$ cat config.mk
export PLATFORM = sky130hd
export DESIGN_NAME = cfc_ctrl
export DESIGN_NICKNAME = d
export VERILOG_FILES = /design/src/hw/rtl/cfc_pkg.sv /design/src/hw/rtl/cfc_ctrl.sv
export SDC_FILE = /design/constraint.sdc
export NUM_CORES = 1
export LEC_CHECK = 0
export BUFFER_PORTS_ARGS = -buffer_cell sky130_fd_sc_hd__buf_2
export CAP_MARGIN = 40
export CELL_PAD_IN_SITES_DETAIL_PLACEMENT = 1
export CELL_PAD_IN_SITES_GLOBAL_PLACEMENT = 2
export CORE_MARGIN = 10
export CORE_UTILIZATION = 22
export DETAILED_ROUTE_END_ITERATION = 10
export PLACE_DENSITY_LB_ADDON = 0.08
export SYNTH_ARGS = -nofsm -noshare
export SYNTH_HDL_FRONTEND = slang
export SYNTH_SLANG_ARGS = --single-unit
$ cat constraint.sdc
create_clock -name clk -period 1.8 [get_ports clk]
set_clock_uncertainty 0.15 [all_clocks]
set_input_delay 0.18 -clock clk [delete_from_list [all_inputs] [get_ports clk]]
set_output_delay 0.18 -clock clk [all_outputs]
set_load 0.02 [all_outputs]
$ cat src/hw/rtl/cfc_pkg.sv
// shared types and constants for the cascaded fir convolution block
// used by cfc_ctrl, cfc_datapath and cascaded_fir_convolution; no dependencies
package cfc_pkg;

  localparam int IN_W         = 16;
  localparam int OUT_W        = 38;
  localparam int FIRST_REG_W  = 40;
  localparam int SECOND_REG_W = 56;
  localparam int CFG_DATA_W   = 56;
  localparam int CFG_IDX_W    = 1;

  localparam logic [CFG_IDX_W-1:0] REG_FIRST  = 1'b0;
  localparam logic [CFG_IDX_W-1:0] REG_SECOND = 1'b1;

  localparam logic [FIRST_REG_W-1:0]  FIRST_TAPS_RST  = 40'h01_0203_0201;
  localparam logic [SECOND_REG_W-1:0] SECOND_TAPS_RST = 56'h01_0000_0000_0001;

  typedef enum logic [2:0] {
    ST_IDLE,
    ST_MUL1,
    ST_SUM1,
    ST_MUL2,
    ST_SUM2
  } state_t;

  typedef struct packed {
    logic load_sample;
    logic load_zero;
    logic mul1;
    logic sum1;
    logic mul2;
    logic sum2;
    logic final_beat;
    logic clear;
  } cmd_t;

  typedef struct packed {
    logic out_free;
  } status_t;

endpackage

$ cat src/hw/rtl/cfc_ctrl.sv
// sequencer for the cascade: one pass of four steps per sample and per flush slot
// depends on cfc_pkg
module cfc_ctrl #(
  parameter int FLUSH_STEPS = 10
) (
  input  logic             clk,
  input  logic             rst_n,
  input  logic             in_valid,
  input  logic             in_block_end,
  output logic             in_stall,
  input  cfc_pkg::status_t status,
  output cfc_pkg::cmd_t    cmd,
  output cfc_pkg::state_t  state
);

  localparam int CNT_W = $clog2(FLUSH_STEPS + 1);

  cfc_pkg::state_t  state_r, state_nxt;
  logic             flushing_r, flushing_nxt;
  logic [CNT_W-1:0] cnt_r, cnt_nxt;

  always_ff @(posedge clk) begin
    if (!rst_n) begin
      state_r    <= cfc_pkg::ST_IDLE;
      flushing_r <= 1'b0;
      cnt_r      <= '0;
    end else begin
      state_r    <= state_nxt;
      flushing_r <= flushing_nxt;
      cnt_r      <= cnt_nxt;
    end
  end

  always_comb begin
    state_nxt    = state_r;
    flushing_nxt = flushing_r;
    cnt_nxt      = cnt_r;
    cmd          = '0;
    in_stall     = 1'b1;
    case (state_r)
      cfc_pkg::ST_IDLE: begin
        in_stall = 1'b0;
        if (in_valid) begin
          cmd.load_sample = 1'b1;
          flushing_nxt    = in_block_end;
          cnt_nxt         = CNT_W'(FLUSH_STEPS);
          state_nxt       = cfc_pkg::ST_MUL1;
        end
      end
      cfc_pkg::ST_MUL1: begin
        cmd.mul1  = 1'b1;
        state_nxt = cfc_pkg::ST_SUM1;
      end
      cfc_pkg::ST_SUM1: begin
        cmd.sum1  = 1'b1;
        state_nxt = cfc_pkg::ST_MUL2;
      end
      cfc_pkg::ST_MUL2: begin
        cmd.mul2  = 1'b1;
        state_nxt = cfc_pkg::ST_SUM2;
      end
      cfc_pkg::ST_SUM2: begin
        // hold here until the output register can take the beat
        if (status.out_free) begin
          cmd.sum2 = 1'b1;
          if (flushing_r && cnt_r != '0) begin
            cmd.load_zero = 1'b1;
            cnt_nxt       = cnt_r - CNT_W'(1);
            state_nxt     = cfc_pkg::ST_MUL1;
          end else begin
            cmd.final_beat = flushing_r;
            cmd.clear      = flushing_r;
            flushing_nxt   = 1'b0;
            state_nxt      = cfc_pkg::ST_IDLE;
          end
        end
      end
      default: begin
        state_nxt = cfc_pkg::ST_IDLE;
      end
    endcase
  end

  assign state = state_r;

endmodule

======== Word level (Yosys, flattened, before mapping) ========
Index checks and enable logic that the tools add are counted.
storage, ports and cells
  input port bits ......................... 5
  register bits after elaboration ......... 8
  word-level logic and storage cells ...... 43
  output and inout port bits .............. 12
cells by class
  eq/ne operators ......................... 8
  reductions and logical operators ........ 7
  $add $sub $neg .......................... 1
  mux-type cells .......................... 24
operator list
  kind                   count
  $pmux W3 S5            1
  $mux W1                13
  $mux W3                4
  $mux W4                3
  $ne A2 B2 Y1 const B   4
  $pmux W4 S2            1
  $reduce_and A4 Y1      2
  $eq A3 B2 Y1 const B   2
  $reduce_bool A4 Y1     1
  $sub A4 B1 Y4 const B  1
  $eq A3 B1 Y1 const B   1
  $eq A3 B3 Y1 const B   1
  $logic_not A3 Y1       1
  $mux W2                1
  $pmux W1 S2            1
  $reduce_and A2 Y1      1
  $reduce_bool A2 Y1     1
  $logic_and A1 B1 Y1    1

======== Logic depth before layout (Yosys ltp) ========
Gate-level depths: netlist (run 1).
  depth after elaboration ................. 5
  mapped depth ............................ 8
  mapped depth without buffers ............ 6

======== Worst setup path before layout (run 1) ========
No wires, ideal clock.
  path type ............................... register to register
  from .................................... register cnt_r[0]
  to ...................................... register cnt_r[3]
  library setup time ...................... 0.058 ns
  stages on the path, launching flop included .. 9
  slack ................................... -0.134 ns
  clock period less this slack ............ 1.934 ns
  required time ........................... 1.592 ns
  arrival ................................. 1.726 ns
  path through ............................ dfxtp_1 > inv_1 > ha_1 > or3b_2 > buf_2 > and3_1 > buf_2 > a211oi_1 > o21a_1
on the way
  word-level cells in the longest chain between the ends .. 4
RTL lines
  element                                                     RTL line                        source
  from (decl)                                                 cfc_ctrl.sv:20                  logic [CNT_W-1:0] cnt_r, cnt_nxt;
  from (signal assigned)                                      cfc_ctrl.sv:30                  cnt_r <= cnt_nxt;
  $sub A4 B1 Y4 / $reduce_bool A4 Y1 (equally long branches)  cfc_ctrl.sv:68, cfc_ctrl.sv:66
  $mux W4 / $logic_and A1 B1 Y1 (equally long branches)       cfc_ctrl.sv:66                  if (flushing_r && cnt_r != '0) begin
  $mux W4 / $ne A2 B2 Y1 (equally long branches)              n/a
  $pmux W4 S2 / $reduce_and A4 Y1 (equally long branches)     n/a
Parallel ways exist; a longest one is shown, timed or not. The select of a mux whose other input is x is not followed.
A chain may end at the register's enable or synchronous reset.

==> flow_summary.yaml, run 1 <==
synthesis:
  syn_area_um2: 467
  synth_cell_types: 25
  synthCells: 58
  synth_seq_cells: 8
  synth.top_cells.by_area: "dfxtp_1 34%, a21oi_1 5.4%, ha_1 5.4%, inv_1 4.8%, nor2_1 4.8%"
  synth_top_family_by_area: "simple AND/OR/NAND/NOR gates"
  synth_top_cell_by_area: "dfxtp_1"
  syn_avg_cell_area_um2: 8.05
  synth_simple_gate_area_share_pct: 29.0
  yosys.area_share.adder_pct: 5.36
  synth_top_area_share_pct: 34.3
  ys_seq_area_share_pct: 34.3
  synth-xor-area-share_pct: 0
  yosys_warnings: 0
  syn_nets: 65
  synth_mux_area_share_pct: 0
  synth_compound_area_share_pct: 21.7
grt:
  grt-ovfl-total: 0
  grt_max_degree: 10
  grt_pass1_vias: 559
  grt_usage_pct: 7.60
  grt_pass1_wl_um: 2570
  antenna_found_initial: 0
sta:
  timing.final.crit_share_pct: 103
  slew_violations: 0
  whs_ns: 0.0253
  setup_tns_ns: -0.146
  post-route-min-period_ns: 1.86
  rsz0062_at_grt: "true"
  hold_violations: 0
  setup_viol_count_final: 3
  relSlewSlack_pct: 79.4
  tightest_slew_ns: 0.309
  fin_ws_ns: -0.0612
  max_freq_ghz: 0.537
power:
  power.leakage_nw: 0.323
  peakVddDrop_mv: 0.372
  power.density_nw_per_um2: 726
clock_network:
  htreeDepth: 1
  cts_root_buf: "clkbuf_4"
  path_clk_slew_ns: 0.06
  numCtsBuffers: 3
  insertion_delay_ns: 0.25
  cts_max_path_buffers: 2
  cts_sinks: 8
  hold_buffers: 0
  cts_tree: "built"
placed_design:
  gp_congestion: 0.747
  place_area_um2: 591
  numPortBuffers: 16
  dpl.hpwl_um: 1140
route:
  drcViolationCount: 0
  post_drt_wl_per_cell_um: 14.3
  wirelength_um: 1560
  dr.pass1.iters: 4
  initialDrtViolationCount: 5
  num_vias: 527
  vias_per_cell: 4.83
  ant_nets: 0
floorplanning:
  die_w_um: 66.1
  start_util_pct: 23.5
  die_area_um2: 4360
  core_area_um2: 1980
  fp.dieH_um: 66.1
  rows: 16
  pin_count: 17
hold_path:
  hold_class: "in -> reg"
critical_path:
  crit_type: "reg -> out"
  crit_fanout: 4
  required_ns: 1.47
  cp-start-kind: "flip-flop"
  crit_path_end_kind: "output pin"
  crit_arrival_ns: 1.53
status:
  failed_checks: "setup timing"
  outcome: "finished, violations left"
final_layout:
  final_cell_mix: "13 x buf_2, 9 x buf_4, 6 x nor2_1"
  design_area_um2: 703
  layout.nets: 91
  final_layout_size_suffix_gt1_share_pct: 54.9
  syn_to_final_growth_pct: 50.7
  n_antenna_cell: 0
  final_common_cell: "buf_2"
flow_run:
  cap_viol_max_count: 0
-- what timing repair did --
action | in CTS | in global routing
pin swaps | 2 | 2
hold endpoints to repair | 0 | 0
setup endpoints to repair | 3 | 8
gates cloned | 0 | 0
resized for setup | 14 | 6
setup buffers | 5 | 1
-- sequential cells by signal, indices dropped and copies added (netlist names) --
register    count
cnt_r           4
state           3
flushing_r      1
-- worst max-delay path: stages, from the launching register on --
cell	delay, ns
dfxtp_2	0.32
inv_2	0.05
ha_1	0.13
or3b_4	0.40
inv_2	0.07
and3_4	0.19
buf_6	0.11
-- cell usage after synthesis --
cell type  n
nand3_1    1
nor3_1     2
and2_1     1
or4_1      1
nor2_1     6
nand2_1    1
or3b_2     1
dfxtp_1    8
and3b_2    1
a221oi_1   1
o21a_1     2
a21oi_1    5
buf_2      3
o21ai_0    2
or3_1      2
a31oi_1    3
and4bb_2   1
ha_1       2
buf_4      1
or3b_1     1
o221ai_1   1
and3_1     2
nor3b_1    2
a211oi_1   2
inv_1      6
-- metrics by stage --
| stage | setup WS (ns) | power (W) | utilization [%] | cells |
|---|---|---|---|---|
| after floorplan | 0.000307 | 0.000302 | - | 58 |
| after global placement | 0.0602 | 0.000345 | 29.8 | 100 |
| after detailed placement | 0.0356 | 0.000344 | 29.8 | 100 |
| after CTS | -0.0708 | 0.000515 | 34.3 | 108 |
| after global routing | -0.117 | 0.000547 | 35.5 | 109 |
| final | -0.0612 | 0.000511 | 35.5 | 109 |
-- area by class of cell --
type                       count  area [um^2]
timing repair buffer          25          166
sequential                     8          166
fill                         249         1280
tap                           27         33.8
inverter                       6         22.5
multi-input combinational     40          292
clock buffer                   3         22.5
-- per-layer routing --
layer	GRT usage, %	wire (um)	up-vias
met1	8.55	697	260
met3	3.05	90	2
met4	3.93	9	0
met2	12.1	760	7
li1	-	-	258
met5	0	0	-
-- final timing paths --
check / startpoint / end / slack (ns) / cells past startpoint
worst min-delay path: in_block_end / flushing_r$_SDFFE_PN0P_ / 0.03 / 3
worst min register to register: cnt_r[3]$_SDFFE_PN0P_ / cnt_r[3]$_SDFFE_PN0P_ / 0.35 / 1
worst max-delay path: cnt_r[1]$_SDFFE_PN0P_ / cmd[1] / -0.06 / 6
worst max register to register: cnt_r[1]$_SDFFE_PN0P_ / cnt_r[1]$_SDFFE_PN0P_ / 0.01 / 7
-- logic make-up (layout without fill, tap and decap cells) --
logic type	Yosys count	after routing
adders and majority gates	2	2
and+or+nand+nor	22	22
AOI/OAI and AO/OA	16	16
buffers and inverters	10	34
DFF	8	8
-- report_power, final --
part	switching [W]	leakage [nW]	internal [W]
logic	0.0000810	0.242	0.0000695
registers	0.0000192	0.0676	0.000192
clock network	0.0000718	0.0138	0.0000770
(Power assumes the default switching activity.)
==> inputs of run 2 (changes only) <==
- SETUP_SLACK_MARGIN: unset -> 0.15
==> flow_summary.yaml, run 2 (synthesis results as in run 1) <==
hold_path:
  min_from: "rst_n"
  hold_class: "in -> reg"
  min_to: "cnt_r[0]$_SDFFE_PN0P_"
  whs_path_depth: 3
floorplanning:
  pin_count: 17
  rows: 16
  fp.dieH_um: 66.1
  die_w_um: 66.1
  die_area_um2: 4360
  start_util_pct: 23.5
  core_area_um2: 1980
clock_network:
  cts_root_buf: "clkbuf_4"
  cts_max_path_buffers: 2
  cts_tree: "built"
  numCtsBuffers: 3
  path_clk_slew_ns: 0.06
  htreeDepth: 1
  insertion_delay_ns: 0.26
  hold_buffers: 0
  cts_sinks: 8
sta:
  timing.final.crit_share_pct: 104
  max_freq_ghz: 0.533
  fin_ws_ns: -0.0768
  post-route-min-period_ns: 1.88
  relSlewSlack_pct: 79.3
  setup_tns_ns: -0.223
  rsz0062_at_grt: "true"
  slew_violations: 0
  hold_violations: 0
  setup_viol_count_final: 6
  tightest_slew_ns: 0.310
critical_path:
  cp-start-kind: "flip-flop"
  startpoint: "cnt_r[0]$_SDFFE_PN0P_"
  r2r_slack_ns: -0.02
  required_ns: 1.47
  reg2reg_depth: 8
  r2r_end: "cnt_r[2]$_SDFFE_PN0P_"
  crit_path_end_kind: "output pin"
  crit_type: "reg -> out"
  crit_fanout: 4
  crit_arrival_ns: 1.55
  r2r_start: "cnt_r[0]$_SDFFE_PN0P_"
placed_design:
  gp_congestion: 0.678
  numPortBuffers: 16
  place_area_um2: 614
  dp_worst_setup_slack_ns: 0.0886
  dpl.hpwl_um: 1210
final_layout:
  top_register: "cnt_r"
  n_antenna_cell: 0
  final_layout_size_suffix_gt1_share_pct: 57.8
  layout.nets: 91
  syn_to_final_growth_pct: 59.8
  nFillCells: 250
  final_common_cell: "buf_2"
  largest_reg_flops: 4
  final_cell_mix: "13 x buf_2, 7 x buf_4, 5 x nor2_1, 5 x buf_6"
  design_area_um2: 746
route:
  vias_per_cell: 4.61
  ant_nets: 0
  drcViolationCount: 0
  initialDrtViolationCount: 9
  num_vias: 507
  dr.pass1.iters: 3
  wl_met3_um: 110
  post_drt_wl_per_cell_um: 15.0
  wirelength_um: 1650
  wl_met2_um: 718
  maxUsedRoutingLayer: "met4"
  wl_met1_um: 807
grt:
  grt_usage_pct: 7.73
  grt_pass1_vias: 531
  grt_max_degree: 10
  antenna_found_initial: 0
  grt-ovfl-total: 0
  grt_pass1_wl_um: 2610
flow_run:
  cap_viol_max_count: 0
power:
  power.leakage_nw: 0.334
  total_power_w: 0.000539
  peakVddDrop_mv: 0.343
  power.density_nw_per_um2: 722
status:
  outcome: "finished, violations left"
  failed_checks: "setup timing"
## run 2: cell count changes in the layout (fill, tap and decap cells not counted), moves of 2 or more
| cell | previous run | this run |
|---|---|---|
| buf_4 | 9 | 7 |
| buf_6 | 3 | 5 |
| dfxtp_2 | 5 | 3 |
| dfxtp_4 | 0 | 2 |
## run 2: how the worst max path moves through the flow
stage / cells after the start / endpoint / slack, ns
after floorplan: 8 / cnt_r[3]$_SDFFE_PN0P_ / 0.03
after global placement: 3 / cnt_r[2]$_SDFFE_PN0P_ / 0.09
after detailed placement: 3 / cnt_r[2]$_SDFFE_PN0P_ / 0.09
after CTS: 6 / cmd[0] / -0.07
after global routing: 6 / cmd[0] / -0.15
final: 6 / cmd[1] / -0.08
## run 2: where the power goes
group	leakage, nW	switching [W]	total, W	internal, W
clock network	0.0150	0.0000726	0.000158	0.0000855
registers	0.0682	0.0000233	0.000214	0.000191
logic	0.251	0.0000874	0.000166	0.0000790
total	0.334	0.000183	0.000539	0.000355
## run 2: area by class of cell
class	count	area [um^2]	share of cell area (%)
multi-input combinational	40	318	42.6
timing repair buffer	25	174	23.3
sequential	8	171	23.0
tap	27	33.8	4.53
clock buffer	4	26.3	3.52
inverter	6	22.5	3.02
## run 2: timing repair
action | 4_1_cts | 5_1_grt
setup buffers | 5 | 1
pin swaps | 3 | 4
setup endpoints to repair | 6 | 9
gates resized for setup | 9 | 9
## run 2: through the flow
| stage | utilization (%) | hold WS, ns | cells |
|---|---|---|---|
| 2_1_floorplan | - | 0.164 | 58 |
| 3_3_place_gp | 31.0 | 0.300 | 100 |
| 3_5_place_dp | 31.0 | 0.297 | 100 |
| 4_1_cts | 35.5 | 0.0131 | 109 |
| 5_1_grt | 37.6 | 0.0181 | 110 |
| 6_report | 37.6 | 0.0162 | 110 |
## run 2: routing by layer
layer	GRT usage (%)	up-vias
li1	-	259
met1	10.0	236
met2	10.4	10
met3	3.39	2
met4	3.93	0
met5	0	-
## run 2: critical path, stage by stage (launching register included)
cell and delay [ns]:
dfxtp_2 0.32, inv_2 0.06, ha_1 0.13, or3b_4 0.40, inv_2 0.07, and3_4 0.19, buf_6 0.11
